[src/rtl/assert_macros.svh]
// Assertion macros shared by the translator RTL.
`ifndef ASSERT_MACROS_SVH
`define ASSERT_MACROS_SVH
`ifndef SYNTH
// Check a property on every rising edge, held off while reset is high.
`define I2P_ASSERT(name, clk, rst, prop, msg) \
  name: assert property (@(posedge clk) disable iff (rst) prop) else $error(msg);
// Check a property on every rising edge, also during reset.
`define I2P_ASSERT_ALWAYS(name, clk, prop, msg) \
  name: assert property (@(posedge clk) prop) else $error(msg);
`else
`define I2P_ASSERT(name, clk, rst, prop, msg)
`define I2P_ASSERT_ALWAYS(name, clk, prop, msg)
`endif
`endif

[src/rtl/i2p_pkg.sv]
// Types and constants of the infix to postfix translator.
`timescale 1ns / 1ps
package i2p_pkg;

  // Nesting depth of the parenthesis stack.
  localparam int MAX_DEPTH = 16;
  localparam int IDX_W = $clog2(MAX_DEPTH);
  localparam int LEVEL_W = $clog2(MAX_DEPTH + 1);

  // Depth of the command queue between the front and the back.
  localparam int QUEUE_DEPTH = 4;
  localparam int QPTR_W = $clog2(QUEUE_DEPTH);
  localparam int QCNT_W = $clog2(QUEUE_DEPTH + 1);

  localparam int TAG_W = 32;

  // Input token kinds.
  localparam logic [3:0] TK_OPERAND = 4'd0;
  localparam logic [3:0] TK_PLUS    = 4'd1;
  localparam logic [3:0] TK_MINUS   = 4'd2;
  localparam logic [3:0] TK_TIMES   = 4'd3;
  localparam logic [3:0] TK_DIVIDE  = 4'd4;
  localparam logic [3:0] TK_LPAREN  = 4'd5;
  localparam logic [3:0] TK_RPAREN  = 4'd6;
  localparam logic [3:0] TK_END     = 4'd7;
  localparam logic [3:0] TK_OTHER   = 4'd8;

  // Result kinds.
  typedef enum logic [2:0] {
    RK_OPERAND = 3'd0,
    RK_ADD     = 3'd1,
    RK_SUB     = 3'd2,
    RK_MUL     = 3'd3,
    RK_DIV     = 3'd4,
    RK_NEG     = 3'd5,
    RK_DONE    = 3'd6,
    RK_ERROR   = 3'd7
  } result_kind_t;

  // Parser position within the current level.
  typedef enum logic [1:0] {
    PH_START  = 2'd0,
    PH_FACTOR = 2'd1,
    PH_AFTER  = 2'd2
  } phase_t;

  typedef enum logic [1:0] {
    MUL_NONE   = 2'd0,
    MUL_TIMES  = 2'd1,
    MUL_DIVIDE = 2'd2
  } mul_op_t;

  typedef enum logic [1:0] {
    ADD_NONE  = 2'd0,
    ADD_PLUS  = 2'd1,
    ADD_MINUS = 2'd2
  } add_op_t;

  // Pending operators of an enclosing level, saved on lparen.
  typedef struct packed {
    add_op_t add_op;
    mul_op_t mul_op;
    logic    negate;
  } saved_t;

  // One input beat.
  typedef struct packed {
    logic [3:0]       token_kind;
    logic [TAG_W-1:0] operand_tag;
  } token_t;

  // One output beat.
  typedef struct packed {
    result_kind_t     out_kind;
    logic [TAG_W-1:0] out_tag;
    logic             last_of_run;
  } result_t;

  // One queued command: the run of up to three results caused by a token.
  typedef struct packed {
    logic [TAG_W-1:0] tag;
    result_kind_t     k0;
    result_kind_t     k1;
    result_kind_t     k2;
    logic [1:0]       last_idx;
  } cmd_t;

  // Queue status seen by both sides.
  typedef struct packed {
    logic full;
    logic empty;
  } queue_status_t;

endpackage

[src/rtl/i2p_queue.sv]
// Command queue between the translator front and back.
`timescale 1ns / 1ps
`include "assert_macros.svh"
module i2p_queue (
  input  logic                   clk,
  input  logic                   rst,
  input  logic                   push,
  input  i2p_pkg::cmd_t          push_data,
  input  logic                   pop,
  output i2p_pkg::cmd_t          head,
  output i2p_pkg::queue_status_t status
);
  import i2p_pkg::*;

  cmd_t              entries [QUEUE_DEPTH];
  logic [QPTR_W-1:0] wr_ptr;
  logic [QPTR_W-1:0] rd_ptr;
  logic [QCNT_W-1:0] count;

  // Entry storage; written only at the tail.
  always_ff @(posedge clk) begin
    if (push) begin
      entries[wr_ptr] <= push_data;
    end
  end

  // Pointers and fill count.
  always_ff @(posedge clk) begin
    if (rst) begin
      wr_ptr <= '0;
      rd_ptr <= '0;
      count  <= '0;
    end else begin
      if (push) begin
        wr_ptr <= (wr_ptr == QPTR_W'(QUEUE_DEPTH - 1)) ? '0 : wr_ptr + 1'b1;
      end
      if (pop) begin
        rd_ptr <= (rd_ptr == QPTR_W'(QUEUE_DEPTH - 1)) ? '0 : rd_ptr + 1'b1;
      end
      if (push && !pop) begin
        count <= count + 1'b1;
      end else if (pop && !push) begin
        count <= count - 1'b1;
      end
    end
  end

  assign head         = entries[rd_ptr];
  assign status.full  = (count == QCNT_W'(QUEUE_DEPTH));
  assign status.empty = (count == '0);

  `I2P_ASSERT(a_count_bound, clk, rst, count <= QCNT_W'(QUEUE_DEPTH), "queue count overran")
  `I2P_ASSERT(a_no_push_full, clk, rst, status.full |-> !push, "push into a full queue")
  `I2P_ASSERT(a_no_pop_empty, clk, rst, status.empty |-> !pop, "pop from an empty queue")

endmodule

[src/rtl/i2p_front.sv]
// Translator front: accepts tokens, runs the parser state and queues result runs.
`timescale 1ns / 1ps
`include "assert_macros.svh"
module i2p_front (
  input  logic                   clk,
  input  logic                   rst,
  input  logic                   token_valid,
  output logic                   token_stall,
  input  i2p_pkg::token_t        token,
  input  i2p_pkg::queue_status_t q_status,
  output logic                   push,
  output i2p_pkg::cmd_t          push_data
);
  import i2p_pkg::*;

  phase_t             phase;
  phase_t             phase_next;
  logic               pending_negate;
  logic               pending_negate_next;
  mul_op_t            pending_mul_op;
  mul_op_t            pending_mul_op_next;
  add_op_t            pending_add_op;
  add_op_t            pending_add_op_next;
  logic [LEVEL_W-1:0] nest_level;
  logic [LEVEL_W-1:0] nest_level_next;
  logic [LEVEL_W-1:0] nest_dec;
  saved_t             stack [MAX_DEPTH];
  saved_t             restored;
  logic               stack_we;
  saved_t             stack_wdata;
  logic               accept;
  result_kind_t       emit_kind [3];
  logic [1:0]         emit_n;

  assign token_stall = q_status.full;
  assign accept      = token_valid && !token_stall;
  assign nest_dec    = nest_level - 1'b1;
  assign restored    = stack[nest_dec[IDX_W-1:0]];

  // Parser step: next state and the run of results for the current token.
  always_comb begin
    phase_next          = phase;
    pending_negate_next = pending_negate;
    pending_mul_op_next = pending_mul_op;
    pending_add_op_next = pending_add_op;
    nest_level_next     = nest_level;
    stack_we            = 1'b0;
    stack_wdata         = '{add_op: pending_add_op, mul_op: pending_mul_op,
                            negate: pending_negate};
    emit_kind[0]        = RK_OPERAND;
    emit_kind[1]        = RK_OPERAND;
    emit_kind[2]        = RK_OPERAND;
    emit_n              = 2'd0;

    case (phase)
      PH_START, PH_FACTOR: begin
        if (phase == PH_START && (token.token_kind inside {TK_PLUS, TK_MINUS})) begin
          // A leading sign; only minus leaves a mark.
          if (token.token_kind == TK_MINUS) begin
            pending_negate_next = 1'b1;
          end
          phase_next = PH_FACTOR;
        end else if (token.token_kind == TK_OPERAND) begin
          // Operand goes out at once, then the factor closes.
          emit_kind[emit_n] = RK_OPERAND;
          emit_n = emit_n + 2'd1;
          if (pending_mul_op == MUL_TIMES) begin
            emit_kind[emit_n] = RK_MUL;
            emit_n = emit_n + 2'd1;
          end else if (pending_mul_op == MUL_DIVIDE) begin
            emit_kind[emit_n] = RK_DIV;
            emit_n = emit_n + 2'd1;
          end
          pending_mul_op_next = MUL_NONE;
          phase_next          = PH_AFTER;
        end else if (token.token_kind == TK_LPAREN &&
                     nest_level != LEVEL_W'(MAX_DEPTH)) begin
          // Open a level: save this level's pending operators.
          stack_we            = 1'b1;
          nest_level_next     = nest_level + 1'b1;
          pending_negate_next = 1'b0;
          pending_mul_op_next = MUL_NONE;
          pending_add_op_next = ADD_NONE;
          phase_next          = PH_START;
        end else begin
          emit_kind[0]        = RK_ERROR;
          emit_n              = 2'd1;
          phase_next          = PH_START;
          pending_negate_next = 1'b0;
          pending_mul_op_next = MUL_NONE;
          pending_add_op_next = ADD_NONE;
          nest_level_next     = '0;
        end
      end
      PH_AFTER: begin
        if (token.token_kind inside {TK_TIMES, TK_DIVIDE}) begin
          pending_mul_op_next = (token.token_kind == TK_TIMES) ? MUL_TIMES : MUL_DIVIDE;
          phase_next          = PH_FACTOR;
        end else if ((token.token_kind inside {TK_PLUS, TK_MINUS}) ||
                     (token.token_kind == TK_RPAREN && nest_level != '0) ||
                     (token.token_kind == TK_END && nest_level == '0)) begin
          // The current term closes: negate first, then the additive operator.
          if (pending_negate) begin
            emit_kind[emit_n] = RK_NEG;
            emit_n = emit_n + 2'd1;
          end
          if (pending_add_op == ADD_PLUS) begin
            emit_kind[emit_n] = RK_ADD;
            emit_n = emit_n + 2'd1;
          end else if (pending_add_op == ADD_MINUS) begin
            emit_kind[emit_n] = RK_SUB;
            emit_n = emit_n + 2'd1;
          end
          pending_negate_next = 1'b0;
          pending_add_op_next = ADD_NONE;
          if (token.token_kind inside {TK_PLUS, TK_MINUS}) begin
            pending_add_op_next = (token.token_kind == TK_PLUS) ? ADD_PLUS : ADD_MINUS;
            phase_next          = PH_FACTOR;
          end else if (token.token_kind == TK_RPAREN) begin
            // Close a level: restore its parent and close the parent's factor.
            nest_level_next     = nest_dec;
            pending_negate_next = restored.negate;
            pending_add_op_next = restored.add_op;
            if (restored.mul_op == MUL_TIMES) begin
              emit_kind[emit_n] = RK_MUL;
              emit_n = emit_n + 2'd1;
            end else if (restored.mul_op == MUL_DIVIDE) begin
              emit_kind[emit_n] = RK_DIV;
              emit_n = emit_n + 2'd1;
            end
            pending_mul_op_next = MUL_NONE;
            phase_next          = PH_AFTER;
          end else begin
            // End of the whole expression.
            emit_kind[emit_n] = RK_DONE;
            emit_n = emit_n + 2'd1;
            phase_next          = PH_START;
            pending_mul_op_next = MUL_NONE;
            nest_level_next     = '0;
          end
        end else begin
          emit_kind[0]        = RK_ERROR;
          emit_n              = 2'd1;
          phase_next          = PH_START;
          pending_negate_next = 1'b0;
          pending_mul_op_next = MUL_NONE;
          pending_add_op_next = ADD_NONE;
          nest_level_next     = '0;
        end
      end
      default: begin
        emit_kind[0]        = RK_ERROR;
        emit_n              = 2'd1;
        phase_next          = PH_START;
        pending_negate_next = 1'b0;
        pending_mul_op_next = MUL_NONE;
        pending_add_op_next = ADD_NONE;
        nest_level_next     = '0;
      end
    endcase
  end

  // Queue the run; tokens that only record an operator queue nothing.
  assign push               = accept && (emit_n != 2'd0);
  assign push_data.tag      = token.operand_tag;
  assign push_data.k0       = emit_kind[0];
  assign push_data.k1       = emit_kind[1];
  assign push_data.k2       = emit_kind[2];
  assign push_data.last_idx = emit_n - 2'd1;

  // Parser state registers.
  always_ff @(posedge clk) begin
    if (rst) begin
      phase          <= PH_START;
      pending_negate <= 1'b0;
      pending_mul_op <= MUL_NONE;
      pending_add_op <= ADD_NONE;
      nest_level     <= '0;
    end else if (accept) begin
      phase          <= phase_next;
      pending_negate <= pending_negate_next;
      pending_mul_op <= pending_mul_op_next;
      pending_add_op <= pending_add_op_next;
      nest_level     <= nest_level_next;
    end
  end

  // Level stack; an entry is read only after its lparen wrote it.
  always_ff @(posedge clk) begin
    if (accept && stack_we) begin
      stack[nest_level[IDX_W-1:0]] <= stack_wdata;
    end
  end

  `I2P_ASSERT(a_nest_bound, clk, rst, nest_level <= LEVEL_W'(MAX_DEPTH), "nesting beyond stack depth")
  `I2P_ASSERT(a_other_is_error, clk, rst, (accept && token.token_kind == TK_OTHER) |-> (push && push_data.k0 == RK_ERROR && push_data.last_idx == 2'd0), "unknown token did not give a lone error")
  `I2P_ASSERT(a_lparen_push, clk, rst, (accept && phase != PH_AFTER && token.token_kind == TK_LPAREN && nest_level != LEVEL_W'(MAX_DEPTH)) |=> (nest_level == $past(nest_level) + 1'b1), "lparen did not open a level")
  `I2P_ASSERT(a_mulop_silent, clk, rst, (accept && phase == PH_AFTER && token.token_kind == TK_TIMES) |-> !push, "multiplicative operator released a result early")

endmodule

[src/rtl/i2p_back.sv]
// Translator back: expands queued runs into result beats behind an output register.
`timescale 1ns / 1ps
`include "assert_macros.svh"
module i2p_back (
  input  logic                   clk,
  input  logic                   rst,
  input  i2p_pkg::cmd_t          head,
  input  i2p_pkg::queue_status_t q_status,
  output logic                   pop,
  output logic                   result_valid,
  input  logic                   result_stall,
  output i2p_pkg::result_t       result
);
  import i2p_pkg::*;

  logic [1:0]   idx;
  logic         load;
  logic         at_last;
  result_kind_t cur_kind;

  // Output register is free when empty or being taken this cycle.
  assign load    = !q_status.empty && (!result_valid || !result_stall);
  assign at_last = (idx == head.last_idx);
  assign pop     = load && at_last;

  // Pick the result of the run at the current position.
  always_comb begin
    case (idx)
      2'd0:    cur_kind = head.k0;
      2'd1:    cur_kind = head.k1;
      default: cur_kind = head.k2;
    endcase
  end

  // Position within the run and output valid.
  always_ff @(posedge clk) begin
    if (rst) begin
      idx          <= '0;
      result_valid <= 1'b0;
    end else begin
      if (load) begin
        result_valid <= 1'b1;
        idx          <= at_last ? 2'd0 : idx + 2'd1;
      end else if (!result_stall) begin
        result_valid <= 1'b0;
      end
    end
  end

  // Output payload.
  always_ff @(posedge clk) begin
    if (load) begin
      result.out_kind    <= cur_kind;
      result.out_tag     <= (cur_kind == RK_OPERAND) ? head.tag : '0;
      result.last_of_run <= at_last;
    end
  end

  `I2P_ASSERT(a_tag_zero, clk, rst, (result_valid && result.out_kind != RK_OPERAND) |-> (result.out_tag == '0), "nonzero tag on an operator result")
  `I2P_ASSERT(a_done_last, clk, rst, (result_valid && (result.out_kind == RK_DONE || result.out_kind == RK_ERROR)) |-> result.last_of_run, "done or error not at the end of its run")
  `I2P_ASSERT(a_idx_bound, clk, rst, !q_status.empty |-> (idx <= head.last_idx), "run position past the end of the run")

endmodule

[src/rtl/infix_to_postfix_translator_unit.sv]
// Top level of the infix to postfix translator.
`timescale 1ns / 1ps
// Takes one expression token per beat and gives the postfix form as result beats,
// one to three per token, the last of each run marked by last_of_run; tokens that
// only record an operator give none. A token is taken in every cycle while the
// four-entry command queue between the parser front and the result back has room;
// the back drains one result beat per cycle while result_stall is low, and the results
// of a token pass through the command queue and then the output register. An error
// result resets the parser; parentheses nest up to sixteen deep. There is no clearing
// pass after reset.
module infix_to_postfix_translator_unit (
  input  logic             clk,
  input  logic             rst,
  input  logic             token_valid,
  output logic             token_stall,
  input  i2p_pkg::token_t  token,
  output logic             result_valid,
  input  logic             result_stall,
  output i2p_pkg::result_t result
);
  import i2p_pkg::*;

  queue_status_t q_status;
  logic          push;
  cmd_t          push_data;
  logic          pop;
  cmd_t          head;

  i2p_front u_front (
    .clk         (clk),
    .rst         (rst),
    .token_valid (token_valid),
    .token_stall (token_stall),
    .token       (token),
    .q_status    (q_status),
    .push        (push),
    .push_data   (push_data)
  );

  i2p_queue u_queue (
    .clk       (clk),
    .rst       (rst),
    .push      (push),
    .push_data (push_data),
    .pop       (pop),
    .head      (head),
    .status    (q_status)
  );

  i2p_back u_back (
    .clk          (clk),
    .rst          (rst),
    .head         (head),
    .q_status     (q_status),
    .pop          (pop),
    .result_valid (result_valid),
    .result_stall (result_stall),
    .result       (result)
  );

endmodule
[config.mk]
export PLATFORM = sky130hd
export DESIGN_NAME = infix_to_postfix_translator_unit
export DESIGN_NICKNAME = d
export VERILOG_FILES = /design/src/rtl/i2p_pkg.sv /design/src/rtl/i2p_queue.sv /design/src/rtl/i2p_front.sv /design/src/rtl/i2p_back.sv /design/src/rtl/infix_to_postfix_translator_unit.sv
export VERILOG_INCLUDE_DIRS = /design/src /design/src/rtl
export SDC_FILE = /design/constraint.sdc
export NUM_CORES = 1
export LEC_CHECK = 0
export ABC_AREA = 1
export BUFFER_PORTS_ARGS = -buffer_cell sky130_fd_sc_hd__buf_2
export CAP_MARGIN = 20
export CORE_MARGIN = 2
export CORE_UTILIZATION = 45
export CTS_CLUSTER_DIAMETER = 60
export DETAILED_ROUTE_END_ITERATION = 7
export PLACE_DENSITY_LB_ADDON = 0.2
export SLEW_MARGIN = 5
export SYNTH_ARGS = -nofsm -noshare
export SYNTH_HDL_FRONTEND = slang
export SYNTH_SLANG_ARGS = --single-unit
[constraint.sdc]
create_clock -name clk -period 6 [get_ports clk]
set_clock_uncertainty 0.15 [all_clocks]
set_input_delay 0.3 -clock clk [delete_from_list [all_inputs] [get_ports clk]]
set_output_delay 0.3 -clock clk [all_outputs]
set_load 0.005 [all_outputs]
; ---- Word-level counts from Yosys, hierarchy flattened
; Memories as Yosys holds them, arrays and structs flattened. A register that Yosys moved wholly into a read port is not among the register bits.
; Index checks and enable logic that the tools add are counted.
[totals]
register_bits = 58
in_bits = 40
mem_count = 2
ram_bits = 252
elab_cells = 218
out_inout_bits = 38
[mem_list]
columns = memory, depth, word_bits, read_ports, rd_clocked_by_memory_dff, write_ports, line
row1 = u_queue.entries, 4, 43, 1, 1, 1, i2p_queue.sv:15  ; cmd_t entries [QUEUE_DEPTH];
row2 = u_front.stack, 16, 5, 1, 0, 1, i2p_front.sv:27  ; saved_t stack [MAX_DEPTH];
[classes]
bitwise = 17
reduce_logical = 38
n_mux = 105
order_cmp = 4
add_sub_neg = 10
n_eq_ne = 29
[op_table]
columns = operator, count
row1 = two-way mux 9 bit, 10
row2 = two-way mux 2 bit, 41
row3 = two-way mux 3 bit, 15
row4 = two-way mux 5 bit, 7
row5 = two-way mux 1 bit, 19
row6 = AND 6 bit, 3
row7 = inverter 6 bit, 3
row8 = case mux 3 bit (2 select lines), 3
row9 = "== test 4 x 3 -> 1 bit, second input constant", 4
row10 = case mux 2 bit (2 select lines), 4
row11 = logical AND 1 bit, 13
row12 = demux 3 bit (select 2 bit), 2
row13 = "== test 2 bit, second input constant", 6
row14 = two-way mux 6 bit, 2
row15 = bitwise OR 6 bit, 2
row16 = "adder 2 x 1 -> 2 bit, second input constant", 5
row17 = "== test 2 x 1 -> 1 bit, second input constant", 5
row18 = case mux 5 bit (2 select lines), 1
row19 = bitwise OR 3 bit, 3
row20 = "== test 4 x 2 -> 1 bit, second input constant", 2
row21 = AND reduction 4 bit, 2
row22 = nonzero test 2 bit, 4
row23 = AND 3 bit, 2
row24 = ">= comparator 3 bit, second input constant", 2
row25 = other kinds (28), 43

; ---- Depth between registers and ports, before layout
[depth]
ltp_word = 27
depth_mapped = 30

; ---- Modules after synthesis
; From an unflattened synthesis, not the netlist that was laid out.
[hier_totals]
hier_cells = 1156
hier_area_um2 = 13442.9
[by_module_without_submodules]
columns = module, instances, seq_area_each_um2, area_per_inst_um2, cells_per_inst
row1 = i2p_queue, 1, 5345.1, 6812.8, 474
row2 = i2p_front, 1, 2642.5, 4923.5, 536
row3 = i2p_back, 1, 1141.1, 1706.6, 146

; ---- Worst setup path after synthesis
; Ideal clock, no wire load.
[synth_timing]
path_type = flip-flop to flip-flop
start = register u_front.nest_level[0]
end = memory u_queue.entries[0][0] (netlist name) (enable)
path_slack_ns = 0.831
synth_period_minus_slack_ns = 5.169
n_path_buf = 5
t_required_ns = 5.407
path_stages_with_launch = 24
t_arrival_ns = 4.575
cell_sequence = dfxtp_1 buf_4 inv_4 buf_4 buf_4 ha_1 buf_4 inv_2 buf_4 nand3_1 nand3_2 nand3_1 nand2_2 inv_2 nand2_1 nand3_2 nand2_1 nand2_1 nand2_1 o21ai_2 ha_1 nor2_1 inv_1 nor2_1
[synth_via]
elab_chain_cells = 14
[synth_lines]
columns = item, line
row1 = "start, declared", i2p_front.sv:24  ; logic [LEVEL_W-1:0] nest_level;
row2 = "start signal, assigned", i2p_front.sv:184  ; nest_level <= nest_level_next;
row3 = subtractor 5 x 1 -> 5 bit, i2p_front.sv:37  ; assign nest_dec = nest_level - 1'b1;
row4 = memory read (16 x 5 bit), -
row5 = == test 2 bit, i2p_front.sv:127  ; end else if (restored.mul_op == MUL_DIVIDE) begin
row6 = two-way mux 2 bit, i2p_front.sv:127
row7 = two-way mux 2 bit, i2p_front.sv:124  ; if (restored.mul_op == MUL_TIMES) begin
row8 = two-way mux 2 bit, i2p_front.sv:119  ; end else if (token.token_kind == TK_RPAREN) begin
row9 = two-way mux 2 bit, i2p_front.sv:116  ; if (token.token_kind inside {TK_PLUS, TK_MINUS}) begin
row10 = two-way mux 2 bit, i2p_front.sv:99  ; end else if ((token.token_kind inside {TK_PLUS, TK_MINUS}) ||
row11 = two-way mux 2 bit, i2p_front.sv:96  ; if (token.token_kind inside {TK_TIMES, TK_DIVIDE}) begin
row12 = case mux 2 bit (2 select lines) (*), i2p_front.sv:55  ; case (phase)
row13 = nonzero test 2 bit (*), i2p_front.sv:164  ; assign push = accept && (emit_n != 2'd0);
row14 = logical AND 1 bit (*), i2p_front.sv:164
row15 = named net push, infix_to_postfix_translator_unit.sv:24  ; logic push;
row16 = two-way mux 1 bit (*), i2p_queue.sv:22  ; if (push) begin
row17 = two-way mux 1 bit (implied by the code) (*), i2p_queue.sv:23  ; entries[wr_ptr] <= push_data;
row18 = "end, declared", i2p_queue.sv:15
; Mark *: on every way through the listed nets, which the timed path passes. The rest lies on a longest branch.

; ---- Final worst setup path
[layout_timing]
start = register u_front.nest_level[0]
end = memory u_queue.entries[1][23] (netlist name) (enable)
; The elaborated chain is that of the path after synthesis.

==> results by group <==
Synth
  – Ys flop type: edfxtp_1
  – Syn_nets: roughly 1,200
  – Post-synthesis sequential area ratio: 69.53%
  – FFs w/ async S/R, synth: 0%
  – Post-Syn Instances: ~1,100
  – Syn avg cell area: ~12 um^2
  – Synth Warn #: 0
  – Netlist Area Pre-Place: between 10,000 and 15,000 um^2
  – #FFs+latches synth: 312
  – Unique masters post-synth: 47
  – Post-synth EDFFs: between 200 and 300

Timing
  – Slew margin rel.: around a third
  – Min setup slack post-route: roughly 0.83 ns
  – Hold Violations, Final: 0
  – Setup TNS: 0 ns
  – Final Hold Slack: around 0.059 ns
  – Final critical-path required period: about 5.2 ns
  – Setup-failing EPs final: 0
  – Worst-margin pin slew: 0.9795 ns
  – Tcrit/Tclk final: a little under nine tenths
  – Slew Limit Fails: 0
  – Achievable frequency: just under 200 MHz
  – RSZ-0062 raised after global routing: no

Clocking
  – CTS Root Cell: clkbuf_16
  – Num CTS Buffers: 31
  – Clock transition at path regs: approximately 0.060 ns
  – Clk_lat worst skew: approximately 0.57 ns
  – TritonCTS clock tree: yes
  – Sink Count: ~310
  – Deepest clock path buffer count: 3
  – H-tree levels: 1
  – PostCTS Resize Cnt: 0

Critical path
  – FF-to-FF path depth: 19
  – RR Endpoint: u_queue.entries[1][23]$_DFFE_PP_
  – CP required: between 6 and 7 ns
  – Arr. time, crit path: between 5 and 6 ns
  – Setup crit start kind: flop
  – Slowest CP cell: ha_1
  – Crit-path max FO: 48
  – Setup CP Type: reg -> reg
  – Worst Setup End Kind: flop
  – R2R Setup Slk: just over 0.8 ns
  – Origin of the critical flop-to-flop path: u_front.nest_level[0]$_SDFFE_PP0P_
  – Crit-path cells: buf_4 -> inv_4 -> ha_1 -> inv_2 -> nand3_1 -> nand3_1 -> nand3_1 -> nand2_1 -> inv_2 -> nand2_2 -> nand3_2 -> nand2_1 -> nor2_1 -> o21ai_2 -> ha_1 -> nor2_1 -> inv_1 -> nor2_4 -> buf_4
  – Most Frequent Cell on Critical Path: nand3_1
  – CP max stage delay: roughly 0.81 ns

Global route
  – Vias in the first global route: between 8,000 and 9,000
  – Pin count of the biggest net entering global routing: 60
  – Initial antenna violation count: 0
  – Global Route Usage Sum: between 10% and 20%
  – First-pass GRT wire length: about 45,000 um
  – Remaining Overflow, GRT: 0

Finish
  – Most frequent cells in the layout: 288 x edfxtp_1, 210 x nor2_1, 149 x nand2_1
  – Fin area: about 15,000 um^2
  – Final core utilization: a little over half
  – Non-filler cells, final: around 1,600
  – Commonest non-fill, non-tap cell in the layout: edfxtp_1
  – Fillcell total: about 2,500
  – Sequential cell area: roughly 9100 um^2
  – Area growth syn-to-layout: 15.29%
  – Layout cells sized above 1: ~17%
  – # diodes: 0
  – Final nets: about 1,300
  – Multi-input gate area: roughly 3500 um^2

Floorplan
  – Core Area: roughly 29,000 um^2
  – Starting Density: between 40% and 50%
  – # rows: between 60 and 70
  – Die Y: 174.8 um
  – Io pins: 78
  – Die area: 30,560 um^2
  – Chip Width: around 170 um

Power
  – Power, Total: 5.615 mW
  – LEAKAGE: ~5.5 nW
  – Pwr dens: 370.9 nW/um^2
  – VDD IR max: approximately 0.31 mV

Placement
  – PortBufs: 77
  – Cell Count Post-Placement: around 1,500
  – Hpwl dp: between 15,000 and 20,000 um
  – Area after DPL: ~14,000 um^2
  – Dpl ws: between 0.8 and 0.9 ns
  – Routability cong.: approximately 0.90

Outcome
  – Status: completed

Detailed routing
  – DR iter-0 viols: slightly below 700
  – WL final: between 20,000 and 30,000 um
  – DR pass1 iterations: 5
  – WL/cell: approximately 18 um
  – Vias: 8,514
  – DRC: 0
  – Vias per cell: around 5.2
  – Final ANT Viol Nets: 0

Worst hold path
  – Hold Path Origin: token[35]
  – WHS Endpoint: u_front.pending_add_op[0]$_SDFFE_PP0P_
  – Hold crit path type: in -> reg
  – Hold Crit Depth: 6

Run
  – Maximum Capacitance Violations: 0
-- timing repair --
item | 4_1_cts | 5_1_grt
buffers inserted | 0 | 0
hold buffers | 35 | 0
endpoints found under the hold margin | 143 | 0
-- registers in the layout (all words and copies together) (netlist names), named ones only --
| register | flops |
|---|---|
| u_queue.entries | 172 |
| u_front.stack | 80 |
| u_back.result | 36 |
| u_front.nest_level | 5 |
| u_queue.count | 3 |
| u_back.idx | 2 |
| u_front.pending_add_op | 2 |
| u_front.pending_mul_op | 2 |
| u_front.phase | 2 |
| u_queue.rd_ptr | 2 |
| u_queue.wr_ptr | 2 |
| u_back.result_valid | 1 |
| u_front.pending_negate | 1 |
-- where the power goes --
part / switching [mW] / leakage (nW) / internal (mW)
clock network: 0.780 / 0.456 / 1.03
registers: 0.108 / 2.83 / 2.72
logic: 0.662 / 2.23 / 0.313
total: 1.55 / 5.52 / 4.06
-- cell usage after synthesis (2+ instances only) --
cell,number,area (um^2)
edfxtp_1,288,8648
nor2_1,214,803.3
nand2_1,149,559.3
o21ai_0,80,400.4
nand3_1,59,295.3
inv_1,53,198.9
a21oi_1,39,195.2
a21oi_2,31,271.5
dfxtp_1,24,480.5
o21ai_1,19,95.09
buf_2,18,90.09
ha_1,18,225.2
inv_2,11,41.29
o22ai_1,11,68.82
clkbuf_1,9,33.78
nand2_2,8,50.05
buf_1,7,26.28
buf_4,7,52.55
a22oi_1,6,45.04
buf_6,6,67.56
nand3_2,6,60.06
xor2_1,6,52.55
nand4_1,5,31.28
inv_4,4,25.02
nor2_2,3,18.77
nor3_1,3,15.01
o211ai_1,3,22.52
o31ai_1,3,22.52
a211oi_1,2,15.01
a32o_1,2,20.02
clkinv_1,2,7.510
nor4_1,2,12.51
o21ai_2,2,17.52
-- how the worst max path moves through the flow --
stage	start	endpoint	slack, ns	cells after the start
3_5_place_dp	u_front.nest_level[0]$_SDFFE_PP0P_	u_queue.entries[1][17]$_DFFE_PP_	0.89	19
2_1_floorplan	u_front.nest_level[0]$_SDFFE_PP0P_	u_queue.entries[0][0]$_DFFE_PP_	0.83	23
4_1_cts	u_front.nest_level[0]$_SDFFE_PP0P_	u_queue.entries[1][26]$_DFFE_PP_	0.86	19
5_1_grt	u_front.nest_level[0]$_SDFFE_PP0P_	u_queue.entries[1][23]$_DFFE_PP_	0.36	19
3_3_place_gp	u_front.nest_level[0]$_SDFFE_PP0P_	u_queue.entries[1][26]$_DFFE_PP_	1.03	19
6_report	u_front.nest_level[0]$_SDFFE_PP0P_	u_queue.entries[1][23]$_DFFE_PP_	0.83	19
-- area by class of cell --
class	count	share of cell area (%)
clock buffer	39	5.323
timing repair buffer	123	5.405
multi-input combinational	685	23.04
inverter	70	1.802
sequential	312	60.32
clock inverter	16	0.9340
tap	384	3.174
-- per-layer routing --
| layer | wire length (um) | global-route usage, % |
|---|---|---|
| met5 | 0 | 0 |
| met4 | 505 | 4.097 |
| met3 | 1674 | 2.763 |
| met2 | 12990 | 29.69 |
| met1 | 13350 | 27.28 |
-- kinds of logic after synthesis --
group	after synthesis	synth area share (%)
simple gates	456	14.68
flops	312	69.53
compound gates	203	9.329
buf+inv	117	4.136
fa+ha+maj	19	1.868
xor+xnor	7	0.4669
-- critical path: cells and delay by family (launching register included) --
family / cells / cell delay (ns)
buffers and inverters: 6 / 1.93
and+or+nand+nor: 10 / 1.16
adders and majority gates: 2 / 1.05
DFF: 1 / 0.31
AOI/OAI and AO/OA: 1 / 0.11
(Power assumes the default switching activity.)
